**src/sv/swm_pkg.sv**
```systemverilog
`default_nettype none

package swm_pkg;

    // default sizes
    localparam int MAX_WINDOW_DEF  = 64;
    localparam int SAMPLE_BITS_DEF = 16;

    // window size register
    localparam int          CFG_W        = 7;
    localparam logic [6:0]  WINDOW_RESET = 7'd1;

    // controller states
    typedef enum logic [1:0] {
        ST_IDLE,
        ST_EVICT,
        ST_POP,
        ST_PUSH
    } swm_state_t;

    // commands from controller to datapath
    typedef struct packed {
        logic take;
        logic evict;
        logic pop;
        logic push;
    } swm_cmd_t;

    // status from datapath to controller
    typedef struct packed {
        logic pop_ok;
        logic out_free;
    } swm_status_t;

endpackage

`default_nettype wire

```
**src/sv/swm_sample_if.sv**
```systemverilog
`default_nettype none

interface swm_sample_if #(
    parameter int SAMPLE_BITS = swm_pkg::SAMPLE_BITS_DEF
);
    logic                          valid;
    logic                          ready;
    logic signed [SAMPLE_BITS-1:0] sample;
    logic                          restart;

    modport source (output valid, output sample, output restart, input ready);
    modport sink   (input valid, input sample, input restart, output ready);
endinterface

`default_nettype wire

```
**src/sv/swm_result_if.sv**
```systemverilog
`default_nettype none

interface swm_result_if #(
    parameter int SAMPLE_BITS = swm_pkg::SAMPLE_BITS_DEF
);
    logic                          valid;
    logic                          ready;
    logic signed [SAMPLE_BITS-1:0] window_max;

    modport source (output valid, output window_max, input ready);
    modport sink   (input valid, input window_max, output ready);
endinterface

`default_nettype wire

```
**src/sv/swm_ctrl.sv**
```systemverilog
`default_nettype none

module swm_ctrl (
    input  wire                 clk,
    input  wire                 rst_n,
    input  wire                 in_valid,
    output logic                in_ready,
    input  swm_pkg::swm_status_t status,
    output swm_pkg::swm_cmd_t    cmd
);
    import swm_pkg::*;

    swm_state_t state_reg;
    swm_state_t state_next;

    // state register
    always_ff @(posedge clk or negedge rst_n)
    begin
        if (!rst_n)
        begin
            state_reg <= ST_IDLE;
        end
        else
        begin
            state_reg <= state_next;
        end
    end

    // next state and commands
    always_comb
    begin
        state_next = state_reg;
        cmd        = '0;
        in_ready   = 1'b0;
        unique case (state_reg)
            ST_IDLE:
            begin
                in_ready = 1'b1;
                if (in_valid)
                begin
                    cmd.take   = 1'b1;
                    state_next = ST_EVICT;
                end
            end
            ST_EVICT:
            begin
                cmd.evict  = 1'b1;
                state_next = ST_POP;
            end
            ST_POP:
            begin
                // one smaller tail candidate dropped per cycle
                if (status.pop_ok)
                begin
                    cmd.pop = 1'b1;
                end
                else
                begin
                    state_next = ST_PUSH;
                end
            end
            ST_PUSH:
            begin
                if (status.out_free)
                begin
                    cmd.push   = 1'b1;
                    state_next = ST_IDLE;
                end
            end
            default:
            begin
                state_next = ST_IDLE;
            end
        endcase
    end

endmodule

`default_nettype wire

```
**src/sv/swm_datapath.sv**
```systemverilog
`default_nettype none

module swm_datapath #(
    parameter int MAX_WINDOW  = swm_pkg::MAX_WINDOW_DEF,
    parameter int SAMPLE_BITS = swm_pkg::SAMPLE_BITS_DEF
) (
    input  wire                           clk,
    input  wire                           rst_n,
    input  wire                           cfg_wr_en,
    input  wire [swm_pkg::CFG_W-1:0]      cfg_wr_data,
    input  wire signed [SAMPLE_BITS-1:0]  in_sample,
    input  wire                           in_restart,
    input  wire                           out_ready,
    output logic                          out_valid,
    output logic signed [SAMPLE_BITS-1:0] out_data,
    input  swm_pkg::swm_cmd_t             cmd,
    output swm_pkg::swm_status_t          status
);
    import swm_pkg::*;

    localparam int IDX_W = $clog2(MAX_WINDOW);
    localparam int CNT_W = $clog2(MAX_WINDOW + 1);
    localparam int SUM_W = CNT_W + 1;
    localparam int WS_W  = CNT_W + CFG_W;

    // index wrap for sums below twice the depth
    function automatic logic [IDX_W-1:0] wrap_idx(input logic [SUM_W-1:0] v);
        logic [SUM_W-1:0] r;
        begin
            r = v;
            if (v >= SUM_W'(MAX_WINDOW))
            begin
                r = v - SUM_W'(MAX_WINDOW);
            end
            return r[IDX_W-1:0];
        end
    endfunction

    function automatic logic [IDX_W-1:0] inc_idx(input logic [IDX_W-1:0] v);
        begin
            return (v == IDX_W'(MAX_WINDOW - 1)) ? '0 : v + IDX_W'(1);
        end
    endfunction

    // stores
    logic signed [SAMPLE_BITS-1:0] cq_mem [MAX_WINDOW];
    logic signed [SAMPLE_BITS-1:0] rs_mem [MAX_WINDOW];

    logic [CFG_W-1:0]              window_size_reg;
    logic [IDX_W-1:0]              head_reg, head_next;
    logic [CNT_W-1:0]              count_reg, count_next;
    logic [IDX_W-1:0]              hp_reg, hp_next;
    logic [CNT_W-1:0]              seen_reg, seen_next;
    logic signed [SAMPLE_BITS-1:0] x_reg;
    logic signed [SAMPLE_BITS-1:0] rd_head_reg;
    logic signed [SAMPLE_BITS-1:0] rd_tail_reg;
    logic signed [SAMPLE_BITS-1:0] rd_leave_reg;
    logic                          out_valid_reg, out_valid_next;
    logic signed [SAMPLE_BITS-1:0] out_data_reg;

    logic [WS_W-1:0]  ws_wide;
    logic [CNT_W-1:0] k_eff;
    logic             clear;
    logic             full_window;
    logic [IDX_W-1:0] leave_addr;
    logic [IDX_W-1:0] tail_addr;
    logic [IDX_W-1:0] wr_addr;

    // effective window length, clamped to 1..MAX_WINDOW
    assign ws_wide = WS_W'(window_size_reg);
    always_comb
    begin
        if (window_size_reg == '0)
        begin
            k_eff = CNT_W'(1);
        end
        else if (ws_wide > WS_W'(MAX_WINDOW))
        begin
            k_eff = CNT_W'(MAX_WINDOW);
        end
        else
        begin
            k_eff = ws_wide[CNT_W-1:0];
        end
    end

    assign clear       = cfg_wr_en || (cmd.take && in_restart);
    assign full_window = (seen_reg >= k_eff);

    // queue and history pointer update
    always_comb
    begin
        head_next  = head_reg;
        count_next = count_reg;
        hp_next    = hp_reg;
        seen_next  = seen_reg;
        if (clear)
        begin
            head_next  = '0;
            count_next = '0;
            hp_next    = '0;
            seen_next  = '0;
        end
        else if (cmd.evict)
        begin
            // head leaves with the oldest sample
            if (full_window && count_reg != '0 && rd_head_reg == rd_leave_reg)
            begin
                head_next  = inc_idx(head_reg);
                count_next = count_reg - CNT_W'(1);
            end
        end
        else if (cmd.pop)
        begin
            count_next = count_reg - CNT_W'(1);
        end
        else if (cmd.push)
        begin
            count_next = count_reg + CNT_W'(1);
            hp_next    = inc_idx(hp_reg);
            if (seen_reg < k_eff)
            begin
                seen_next = seen_reg + CNT_W'(1);
            end
        end
    end

    // store addresses
    assign leave_addr = wrap_idx(SUM_W'(hp_next) + SUM_W'(MAX_WINDOW) - SUM_W'(k_eff));
    assign tail_addr  = (count_next == '0) ? head_next
                      : wrap_idx(SUM_W'(head_next) + SUM_W'(count_next) - SUM_W'(1));
    assign wr_addr    = wrap_idx(SUM_W'(head_reg) + SUM_W'(count_reg));

    // control registers
    always_ff @(posedge clk or negedge rst_n)
    begin
        if (!rst_n)
        begin
            window_size_reg <= WINDOW_RESET;
            head_reg        <= '0;
            count_reg       <= '0;
            hp_reg          <= '0;
            seen_reg        <= '0;
            out_valid_reg   <= 1'b0;
        end
        else
        begin
            if (cfg_wr_en)
            begin
                window_size_reg <= cfg_wr_data;
            end
            head_reg      <= head_next;
            count_reg     <= count_next;
            hp_reg        <= hp_next;
            seen_reg      <= seen_next;
            out_valid_reg <= out_valid_next;
        end
    end

    // output beat handshake
    always_comb
    begin
        out_valid_next = out_valid_reg;
        if (cmd.push && seen_next >= k_eff)
        begin
            out_valid_next = 1'b1;
        end
        else if (out_valid_reg && out_ready)
        begin
            out_valid_next = 1'b0;
        end
    end

    // payload registers
    always_ff @(posedge clk)
    begin
        if (cmd.take)
        begin
            x_reg <= in_sample;
        end
        if (cmd.push && seen_next >= k_eff)
        begin
            // an empty queue before the append means the new sample is the head
            out_data_reg <= (count_reg == '0) ? x_reg : rd_head_reg;
        end
    end

    // candidate queue: one write, head and tail reads
    always_ff @(posedge clk)
    begin
        if (cmd.push)
        begin
            cq_mem[wr_addr] <= x_reg;
        end
        rd_head_reg <= cq_mem[head_next];
        rd_tail_reg <= cq_mem[tail_addr];
    end

    // recent sample line store
    always_ff @(posedge clk)
    begin
        if (cmd.push)
        begin
            rs_mem[hp_reg] <= x_reg;
        end
        rd_leave_reg <= rs_mem[leave_addr];
    end

    assign status.pop_ok   = (count_reg != '0) && (rd_tail_reg < x_reg);
    assign status.out_free = !out_valid_reg || out_ready;
    assign out_valid       = out_valid_reg;
    assign out_data        = out_data_reg;

endmodule

`default_nettype wire

```
**src/sv/sliding_window_maximum.sv**
```systemverilog
// sequence: take in idle, evict the head, drop smaller tail candidates, then append once
//   the output is free; no new sample is taken before the append; each sample is dropped
//   from the queue tail at most once, one drop per cycle through the queue ram
// reset: rst_n is asynchronous; it empties the window and sets window_size to 1
// the queue and line store rams are not cleared; write pointers make stale entries unread
`default_nettype none

module sliding_window_maximum #(
    parameter int MAX_WINDOW  = swm_pkg::MAX_WINDOW_DEF,
    parameter int SAMPLE_BITS = swm_pkg::SAMPLE_BITS_DEF
) (
    input  wire                      clk,
    input  wire                      rst_n,
    input  wire                      cfg_wr_en,
    input  wire [swm_pkg::CFG_W-1:0] cfg_wr_data,
    swm_sample_if.sink               samples,
    swm_result_if.source             results
);
    import swm_pkg::*;

    swm_cmd_t    cmd;
    swm_status_t status;
    logic        in_ready;
    logic        out_valid;
    logic signed [SAMPLE_BITS-1:0] out_data;

    // sequencer
    swm_ctrl u_ctrl (
        .clk      (clk),
        .rst_n    (rst_n),
        .in_valid (samples.valid),
        .in_ready (in_ready),
        .status   (status),
        .cmd      (cmd)
    );

    // queue, line store and output register
    swm_datapath #(
        .MAX_WINDOW  (MAX_WINDOW),
        .SAMPLE_BITS (SAMPLE_BITS)
    ) u_datapath (
        .clk         (clk),
        .rst_n       (rst_n),
        .cfg_wr_en   (cfg_wr_en),
        .cfg_wr_data (cfg_wr_data),
        .in_sample   (samples.sample),
        .in_restart  (samples.restart),
        .out_ready   (results.ready),
        .out_valid   (out_valid),
        .out_data    (out_data),
        .cmd         (cmd),
        .status      (status)
    );

    assign samples.ready      = in_ready;
    assign results.valid      = out_valid;
    assign results.window_max = out_data;

`ifndef SYNTH
    // at most one command per cycle
    a_cmd_onehot: assert property (@(posedge clk) disable iff (!rst_n)
        $onehot0({cmd.take, cmd.evict, cmd.pop, cmd.push}))
        else $error("more than one datapath command");

    // an accepted beat always starts the eviction step
    a_take_evict: assert property (@(posedge clk) disable iff (!rst_n)
        (samples.valid && samples.ready) |=> cmd.evict)
        else $error("accepted beat not followed by eviction");

    // a new result only comes from an append
    a_out_from_push: assert property (@(posedge clk) disable iff (!rst_n)
        $rose(results.valid) |-> $past(cmd.push))
        else $error("result raised without append");

    // append never overwrites a waiting result
    a_push_free: assert property (@(posedge clk) disable iff (!rst_n)
        cmd.push |-> (!results.valid || results.ready))
        else $error("append while result stalled");
`endif

endmodule

`default_nettype wire
```
**src/flat_wrapper.sv**
```systemverilog
// flat-port wrapper written by rule: the top's interface ports become plain ports
module sliding_window_maximum_flat import swm_pkg::*;
#(
    parameter int MAX_WINDOW  = swm_pkg::MAX_WINDOW_DEF,
    parameter int SAMPLE_BITS = swm_pkg::SAMPLE_BITS_DEF
)
  (clk, rst_n, cfg_wr_en, cfg_wr_data, samples_valid, samples_sample, samples_restart, samples_ready, results_valid, results_window_max, results_ready);
  swm_sample_if #(.SAMPLE_BITS(SAMPLE_BITS)) samples_i ();
  swm_result_if #(.SAMPLE_BITS(SAMPLE_BITS)) results_i ();
  input  wire clk;
  input  wire rst_n;
  input  wire cfg_wr_en;
  input  wire [swm_pkg::CFG_W-1:0] cfg_wr_data;
  input wire logic [$bits(samples_i.valid)-1:0] samples_valid;
  input wire logic [$bits(samples_i.sample)-1:0] samples_sample;
  input wire logic [$bits(samples_i.restart)-1:0] samples_restart;
  output wire logic [$bits(samples_i.ready)-1:0] samples_ready;
  output wire logic [$bits(results_i.valid)-1:0] results_valid;
  output wire logic [$bits(results_i.window_max)-1:0] results_window_max;
  input wire logic [$bits(results_i.ready)-1:0] results_ready;
  assign samples_i.valid = samples_valid;
  assign samples_i.sample = samples_sample;
  assign samples_i.restart = samples_restart;
  assign samples_ready = samples_i.ready;
  assign results_valid = results_i.valid;
  assign results_window_max = results_i.window_max;
  assign results_i.ready = results_ready;
  sliding_window_maximum #(.MAX_WINDOW(MAX_WINDOW), .SAMPLE_BITS(SAMPLE_BITS)) u_core (.clk(clk), .rst_n(rst_n), .cfg_wr_en(cfg_wr_en), .cfg_wr_data(cfg_wr_data), .samples(samples_i), .results(results_i));
endmodule
```
**config.mk**
```make
export PLATFORM = sky130hd
export DESIGN_NAME = sliding_window_maximum_flat
export DESIGN_NICKNAME = d
export VERILOG_FILES = /design/src/sv/swm_pkg.sv /design/src/sv/swm_sample_if.sv /design/src/sv/swm_result_if.sv /design/src/sv/swm_ctrl.sv /design/src/sv/swm_datapath.sv /design/src/sv/sliding_window_maximum.sv /design/src/flat_wrapper.sv
export SDC_FILE = /design/constraint.sdc
export NUM_CORES = 2
export LEC_CHECK = 0
export ABC_AREA = 1
export BUFFER_PORTS_ARGS = -buffer_cell sky130_fd_sc_hd__buf_2
export CORE_MARGIN = 4
export CORE_UTILIZATION = 31
export CTS_CLUSTER_SIZE = 16
export DETAILED_ROUTE_END_ITERATION = 10
export PLACE_DENSITY = 0.53
export SYNTH_ARGS = -nofsm -noshare
export SYNTH_HDL_FRONTEND = slang
export SYNTH_SLANG_ARGS = --single-unit
```
**constraint.sdc**
```tcl
create_clock -name clk -period 12.1 [get_ports clk]
set_input_delay 0.605 -clock clk [delete_from_list [all_inputs] [get_ports clk]]
set_output_delay 0.605 -clock clk [all_outputs]
set_load 0.02 [all_outputs]
```
Yosys cells after proc, flatten, opt, wreduce, memory -nomap -nowiden
Memories as Yosys holds them, arrays and structs flattened. A register that Yosys moved wholly into a read port is not among the register bits.
Cells that the tools add are included.
Storage, ports and cells
  register bits: 68
  bits in writable memories: 2048
  bits of input ports: 29
  output and inout port bits: 18
  word-level logic and storage cells: 99
  memories: 2
Memory list
  u_core.u_datapath.cq_mem: depth 64, width 16, rd ports 2, clocked after Yosys merged registers in 2, wr ports 1, RTL line swm_datapath.sv:46  | logic signed [SAMPLE_BITS-1:0] cq_mem [MAX_WINDOW];
  u_core.u_datapath.rs_mem: depth 64, width 16, rd ports 1, clocked after Yosys merged registers in 1, wr ports 1, RTL line swm_datapath.sv:47  | logic signed [SAMPLE_BITS-1:0] rs_mem [MAX_WINDOW];
Operators by class
  add/sub/neg operators: 13
  order comparisons: 8
  eq/ne operators: 9
  muxes and demuxes: 42
  reductions and logical operators: 16
Operator list (count)
  2-to-1 mux 7 bit: 12
  2-to-1 mux 6 bit: 13
  greater-or-equal comparator 8 x 7 -> 1 bit (second input constant): 3
  zero test 7 bit: 3
  subtractor 6 x 1 -> 6 bit (second input constant): 3
  adder 6 x 7 -> 8 bit: 2
  == test 16 bit: 1
  < comparator 16 bit: 1
  2-to-1 mux 16 bit: 1
  adder 7 x 1 -> 7 bit (second input constant): 2
  greater-or-equal comparator 7 bit: 2
  adder 6 x 1 -> 6 bit (second input constant): 2
  == test 6 bit (second input constant): 2
  2-to-1 mux 1 bit: 12
  adder 6 x 7 -> 8 bit (second input constant): 1
  case mux 2 bit (4 select lines): 1
  subtractor 8 x 1 -> 8 bit (second input constant): 1
  subtractor 8 x 7 -> 8 bit: 1
  > comparator 7 bit (second input constant): 1
  < comparator 7 bit: 1
  nonzero test 7 bit: 1
  subtractor 7 x 1 -> 7 bit (second input constant): 1
  logical AND 1 bit: 6
  2-to-1 mux 2 bit: 3
  9 further kinds: 12

Longest topological paths before layout
  depth after elaboration: 14
  mapped depth: 36

Hierarchy
Synthesis repeated with hierarchy kept, for this count alone.
Second synthesis, totals
  cell total of the unflattened synthesis: 9756
  area total of the unflattened synthesis: 100101.0 um^2
Modules (own cells, without submodules)
  swm_datapath: times used 1, cells an instance 9728, area an instance 99902.1 um^2, sequential area each 64272.9 um^2
  swm_ctrl: times used 1, cells an instance 28, area an instance 198.9 um^2, sequential area each 50.0 um^2

Least setup slack after synthesis
Ideal clock, no wire load.
  kind: register to register
  from: reg u_core.u_datapath.x_reg[15]
  to: reg u_core.u_datapath.rd_leave_reg[0], read port of u_core.u_datapath.rs_mem
  setup time: 0.121 ns
  data arrival time: 5.898 ns
  data required time: 11.979 ns
  path slack: 6.081 ns
  stages on the path, launching flop included: 25
  clock period less this slack: 6.019 ns
  cell sequence: edfxtp_1 inv_1 ha_1 nand2_1 inv_2 o21ai_1 nand2_1 nor2_1 nand3_2 nand3_4 nand2_1 inv_1 nor2_1 nor2_1 inv_1 ha_1 clkbuf_1 clkbuf_1 clkbuf_1 clkbuf_1 mux2i_1 o221ai_1 a31oi_1 a32oi_1 mux2_2
On the way
  cells in the longest elaborated chain, start to end: 11
Ends and longest elaborated chain
  from (decl): RTL line swm_datapath.sv:54  | logic signed [SAMPLE_BITS-1:0] x_reg;
  from (signal assigned): RTL line swm_datapath.sv:179  | x_reg <= in_sample;
  < comparator 16 bit *: RTL line swm_datapath.sv:209  | assign status.pop_ok = (count_reg != '0) && (rd_tail_reg < x_reg);
  logical AND 1 bit *: RTL line swm_datapath.sv:209
  2-to-1 mux 1 bit *: RTL line swm_ctrl.sv:53  | if (status.pop_ok)
  2-to-1 mux 1 bit *: RTL line swm_ctrl.sv:35  | unique case (state_reg)
  2-to-1 mux 6 bit *: RTL line swm_datapath.sv:113  | else if (cmd.pop)
  2-to-1 mux 6 bit *: RTL line swm_datapath.sv:104  | else if (cmd.evict)
  2-to-1 mux 6 bit *: RTL line swm_datapath.sv:97  | if (clear)
  via u_core.u_datapath.hp_next[0]: RTL line swm_datapath.sv:52  | logic [IDX_W-1:0] hp_reg, hp_next;
  adder 6 x 7 -> 8 bit *: RTL line swm_datapath.sv:129  | assign leave_addr = wrap_idx(SUM_W'(hp_next) + SUM_W'(MAX_WINDOW) - SUM_W'(k_eff));
  subtractor 8 x 7 -> 8 bit *: RTL line swm_datapath.sv:129
  greater-or-equal comparator 8 x 7 -> 1 bit or subtractor 6 x 1 -> 6 bit (tied branches): RTL line swm_datapath.sv:31, swm_datapath.sv:33
  2-to-1 mux 6 bit *: RTL line swm_datapath.sv:31  | if (v >= SUM_W'(MAX_WINDOW))
  to (decl): RTL line swm_datapath.sv:57  | logic signed [SAMPLE_BITS-1:0] rd_leave_reg;
The timed path passes the listed nets; every way through them passes the cells marked *.
A chain may end at the register's enable or synchronous reset.

Final worst setup path
  from: reg u_core.u_datapath.window_size_reg[3]
  to: reg u_core.u_datapath.rd_tail_reg[15], read port of u_core.u_datapath.cq_mem
On the way
  cells in the longest elaborated chain, start to end: 14
Ends and longest elaborated chain
  from (decl): RTL line swm_datapath.sv:49  | logic [CFG_W-1:0] window_size_reg;
  from (signal assigned): RTL line swm_datapath.sv:150  | window_size_reg <= cfg_wr_data;
  > comparator 7 bit: RTL line swm_datapath.sv:77  | else if (ws_wide > WS_W'(MAX_WINDOW))
  2-to-1 mux 7 bit: RTL line swm_datapath.sv:77
  2-to-1 mux 7 bit *: RTL line swm_datapath.sv:73  | if (window_size_reg == '0)
  greater-or-equal comparator 7 bit *: RTL line swm_datapath.sv:88  | assign full_window = (seen_reg >= k_eff);
  logical AND 1 bit * (2 in series): RTL line swm_datapath.sv:107  | if (full_window && count_reg != '0 && rd_head_reg == rd_leave_reg)
  2-to-1 mux 6 bit or 2-to-1 mux 7 bit (tied branches): RTL line swm_datapath.sv:107
  2-to-1 mux 6 bit or 2-to-1 mux 7 bit (tied branches): RTL line swm_datapath.sv:104
  2-to-1 mux 6 bit or 2-to-1 mux 7 bit (tied branches): RTL line swm_datapath.sv:97
  adder 6 x 7 -> 8 bit: RTL line swm_datapath.sv:131  | : wrap_idx(SUM_W'(head_next) + SUM_W'(count_next) - SUM_W'(1));
  subtractor 8 x 1 -> 8 bit: RTL line swm_datapath.sv:131
  greater-or-equal comparator 8 x 7 -> 1 bit or subtractor 6 x 1 -> 6 bit (tied branches): RTL line swm_datapath.sv:31, swm_datapath.sv:33
  2-to-1 mux 6 bit: RTL line swm_datapath.sv:31
  2-to-1 mux 6 bit *: RTL line swm_datapath.sv:130  | assign tail_addr = (count_next == '0) ? head_next
  to (decl): RTL line swm_datapath.sv:56  | logic signed [SAMPLE_BITS-1:0] rd_tail_reg;
Every way passes the cells marked *; elsewhere a longest branch is shown, timed or not.

==> impl_table.tex <==
\begin{tabular}{lr}
\hline
Metric & Value \\
\hline
\multicolumn{2}{l}{\textbf{Logic synthesis}} \\
Top-area cell type share of the netlist area & between 60 and 70\% \\
EDFF count, synth & 2080 \\
Gate count of the mapped netlist & roughly 9.3k \\
Mapped Nets & approximately 9.4k \\
Async S/R FF share, synth & roughly 1.7\% \\
Yosys Warn Count & 0 \\
Post-synthesis register bit count & approximately 2.2k \\
Synth cell types & between 50 and 60 \\
Cell area after synthesis & $\sim$100000 um2 \\
Most used DFF post-synth & sky130\_fd\_sc\_hd\_\_edfxtp\_1 \\
Cell types occupying the most area after synthesis & sky130\_fd\_sc\_hd\_\_edfxtp\_1 (62\%), sky130\_fd\_sc\_hd\_\_nand3\_1 (8.3\%), sky130\_fd\_sc\_hd\_\_nand2\_1 (5.1\%) \\
Register area share after synthesis & between 60\% and 70\% \\
Library cell occupying the most area in the post-synthesis netlist & sky130\_fd\_sc\_hd\_\_edfxtp\_1 \\
Average cell area after synthesis & 10.8 um2 \\
\multicolumn{2}{l}{\textbf{Floorplanning}} \\
Ports & 47 \\
Die height & around 580 um \\
Core region area & approximately 320000 um2 \\
Die Wd & between 500 and 600 um \\
Full die area & $\sim$330000 um2 \\
Core Rows & around 210 \\
Starting density of the core & between 30\% and 40\% \\
\multicolumn{2}{l}{\textbf{Placement}} \\
Placement-stage cell area & 105000 um2 \\
Worst slack, placed & between 4 and 5 ns \\
IO Port Bufs & 46 \\
Final weighted congestion in routability-driven placement & 0.899 \\
DP HPWL & 200000 um \\
\multicolumn{2}{l}{\textbf{Clocking}} \\
Post-CTS repair timing setup buffer count & 0 \\
Root Driver & sky130\_fd\_sc\_hd\_\_clkbuf\_16 \\
CTS hold repair buffers & 28 \\
Clock tree from TritonCTS & done \\
Num Clock Sinks & around 2.2k \\
Clock buffers created by TritonCTS & 236 \\
CTS H-tree depth & 4 \\
Clk pin slew, worst setup/hold paths & 0.06 ns \\
Buffers from clock root to sink, at most & 4 \\
Cts repair resizes & 0 \\
Clock latency reported for the late side of the worst-skew pair & roughly 0.95 ns \\
\multicolumn{2}{l}{\textbf{Timing}} \\
Least setup slack across all paths after layout & $\sim$4.0 ns \\
Headroom to the max-slew limit & approximately 14\% \\
Final worst path period share & around two thirds \\
Setup Viol. Count Final & 0 \\
Final critical path time including I/O delays and setup & approximately 8 ns \\
Final number of max-transition violations & 0 \\
Post-Route Skew & 0.101 ns \\
RSZ-0062 raised after global routing & false \\
Final Hold Vio Count & 0 \\
Sum of negative setup slack & 0 ns \\
Peak Freq & 0.124 GHz \\
Slew at the pin with the worst max-slew slack & approximately 1.3 ns \\
\multicolumn{2}{l}{\textbf{Cells and area}} \\
Proportion of layout cells with a drive suffix above 1 & 7.95\% \\
Largest registers & u\_core.u\_datapath.cq\_mem (1024), u\_core.u\_datapath.rs\_mem (1024) \\
Area of the multi-input gates & about 29000 um2 \\
Final instance area & 113000 um2 \\
Register Area & between 60000 and 70000 um2 \\
Most common cell after layout, fill and taps aside & sky130\_fd\_sc\_hd\_\_edfxtp\_1 \\
Area grow syn2layout & 13.0\% \\
Commonest non-fill, non-tap cells in the layout & sky130\_fd\_sc\_hd\_\_edfxtp\_1 (2080), sky130\_fd\_sc\_hd\_\_nand3\_1 (1662), sky130\_fd\_sc\_hd\_\_nand2\_1 (1347) \\
Layout net count & $\sim$9.3k \\
\# fillers & about 32k \\
\multicolumn{2}{l}{\textbf{Routing}} \\
Drt wl/cell & 25.7 um \\
Number of remaining DRC errors & 0 \\
Drt first-iter violations & roughly 10k \\
Remaining antenna violation count & 0 \\
Number of search-and-repair iterations in the first detailed-routing pass & 6 \\
Vias after detailed routing & about 75k \\
Via density per instance & 5.45 \\
Total Wirelength & roughly 350000 um \\
\multicolumn{2}{l}{\textbf{Global routing}} \\
Total congestion overflow after global routing & 0 \\
Largest net degree at the start of global routing & roughly 170 \\
Via count of the first global-routing pass & between 70k and 80k \\
Most Used Layer, Global Route & met2 \\
Initial antenna violation count & 16 \\
Global-route usage over all layers & between 20\% and 30\% \\
Global routing met2 resource utilization & roughly 32\% \\
Met3 Resource Use GR & between 3 and 4\% \\
M1 GR Usage & 26.6\% \\
First-pass GRT wire length & roughly 500000 um \\
\multicolumn{2}{l}{\textbf{Critical path}} \\
Kind of start point of the critical path & register \\
Worst Setup End Kind & register \\
R2R Setup Slk & between 4 and 5 ns \\
CP max FO & 75 \\
CP peak stage delay & slightly above 0.7 ns \\
Type of the setup path with the least slack & register to register \\
Slowest cell on crit path & sky130\_fd\_sc\_hd\_\_buf\_4 \\
Required time worst endpoint & roughly 13 ns \\
CP most frequent cell & sky130\_fd\_sc\_hd\_\_nand2\_1 \\
Worst Path Arrival & $\sim$8.8 ns \\
\multicolumn{2}{l}{\textbf{Flow run}} \\
MaxCap Viol Count & 0 \\
\multicolumn{2}{l}{\textbf{Min path}} \\
Class of the tightest hold or removal check & primary input to register \\
\multicolumn{2}{l}{\textbf{Outcome}} \\
Status & completed \\
\hline
\end{tabular}
-- Yosys cell counts (200+ instances only) --
master and count:
sky130_fd_sc_hd__nor2_1 423, sky130_fd_sc_hd__inv_1 1100, sky130_fd_sc_hd__edfxtp_1 2080, sky130_fd_sc_hd__nand2_1 1348, sky130_fd_sc_hd__o221ai_1 256, sky130_fd_sc_hd__o21ai_0 607, sky130_fd_sc_hd__o211ai_1 258, sky130_fd_sc_hd__nand3_1 1664
sky130_fd_sc_hd__clkbuf_1 345, sky130_fd_sc_hd__mux2i_1 256, sky130_fd_sc_hd__a21oi_1 283, sky130_fd_sc_hd__buf_2 200
-- final cells by class --
class                      instances  share of cell area, %
tap                             4305                   4.77
sequential                      2164                   56.9
clock inverter                   125                   1.04
inverter                        1119                   3.75
timing repair buffer             309                   2.18
multi-input combinational       5365                   25.7
antenna                            5                 0.0111
clock buffer                     312                   5.63
-- worst max-delay path, delay by kind of cell (launching register included) --
family / cells / cell delay, ns
and+or+nand+nor: 18 / 2.86
xor gates and xnor gates: 1 / 0.20
buffers and inverters: 9 / 2.92
adders and majority gates: 4 / 1.32
DFF: 1 / 0.41
AOI/OAI and AO/OA: 1 / 0.12
-- cell families after synthesis --
kind of cell,synth area share [%]
compound gates,9.29
flops,64.4
mux,2.74
xor+xnor,0.349
buf+inv,7.00
simple gates,15.5
fa+ha+maj,0.774
-- worst paths after layout --
| path | from | to | depth (start not counted) |
|---|---|---|---|
| worst max-delay path | u_core.u_datapath.window_size_reg[3] | u_core.u_datapath.rd_tail_reg[15] | 33 |
| worst min-delay path | cfg_wr_en | u_core.u_datapath.window_size_reg[4] | 3 |
| worst max register to register | u_core.u_datapath.window_size_reg[3] | u_core.u_datapath.rd_tail_reg[15] | 33 |
| worst min register to register | u_core.u_datapath.window_size_reg[2] | u_core.u_datapath.window_size_reg[2] | 2 |
| max in group asynchronous | rst_n | u_core.u_datapath.head_reg[0] | 2 |
| min in group asynchronous | rst_n | u_core.u_datapath.count_reg[4] | 2 |
-- metal layers --
metal,vias to the layer above,share of wire (%)
met3,923,8.9
met2,4094,45
li1,32800,-
met5,-,0.0079
met4,4,6.5
met1,36900,39
-- stage by stage --
| step | util [%] | hold WS, ns | cells |
|---|---|---|---|
| 2_1_floorplan | - | 0.309 | 9296 |
| 3_3_place_gp | 32.7 | 0.505 | 13200 |
| 3_5_place_dp | 32.7 | 0.499 | 13200 |
| 4_1_cts | 35.2 | 0.000792 | 13700 |
| 5_1_grt | 35.2 | 0.0294 | 13700 |
| 6_report | 35.2 | 0.0601 | 13700 |
Power is not shown: default switching activity piles up to over one toggle a cycle in this logic, so the estimate is an artifact.
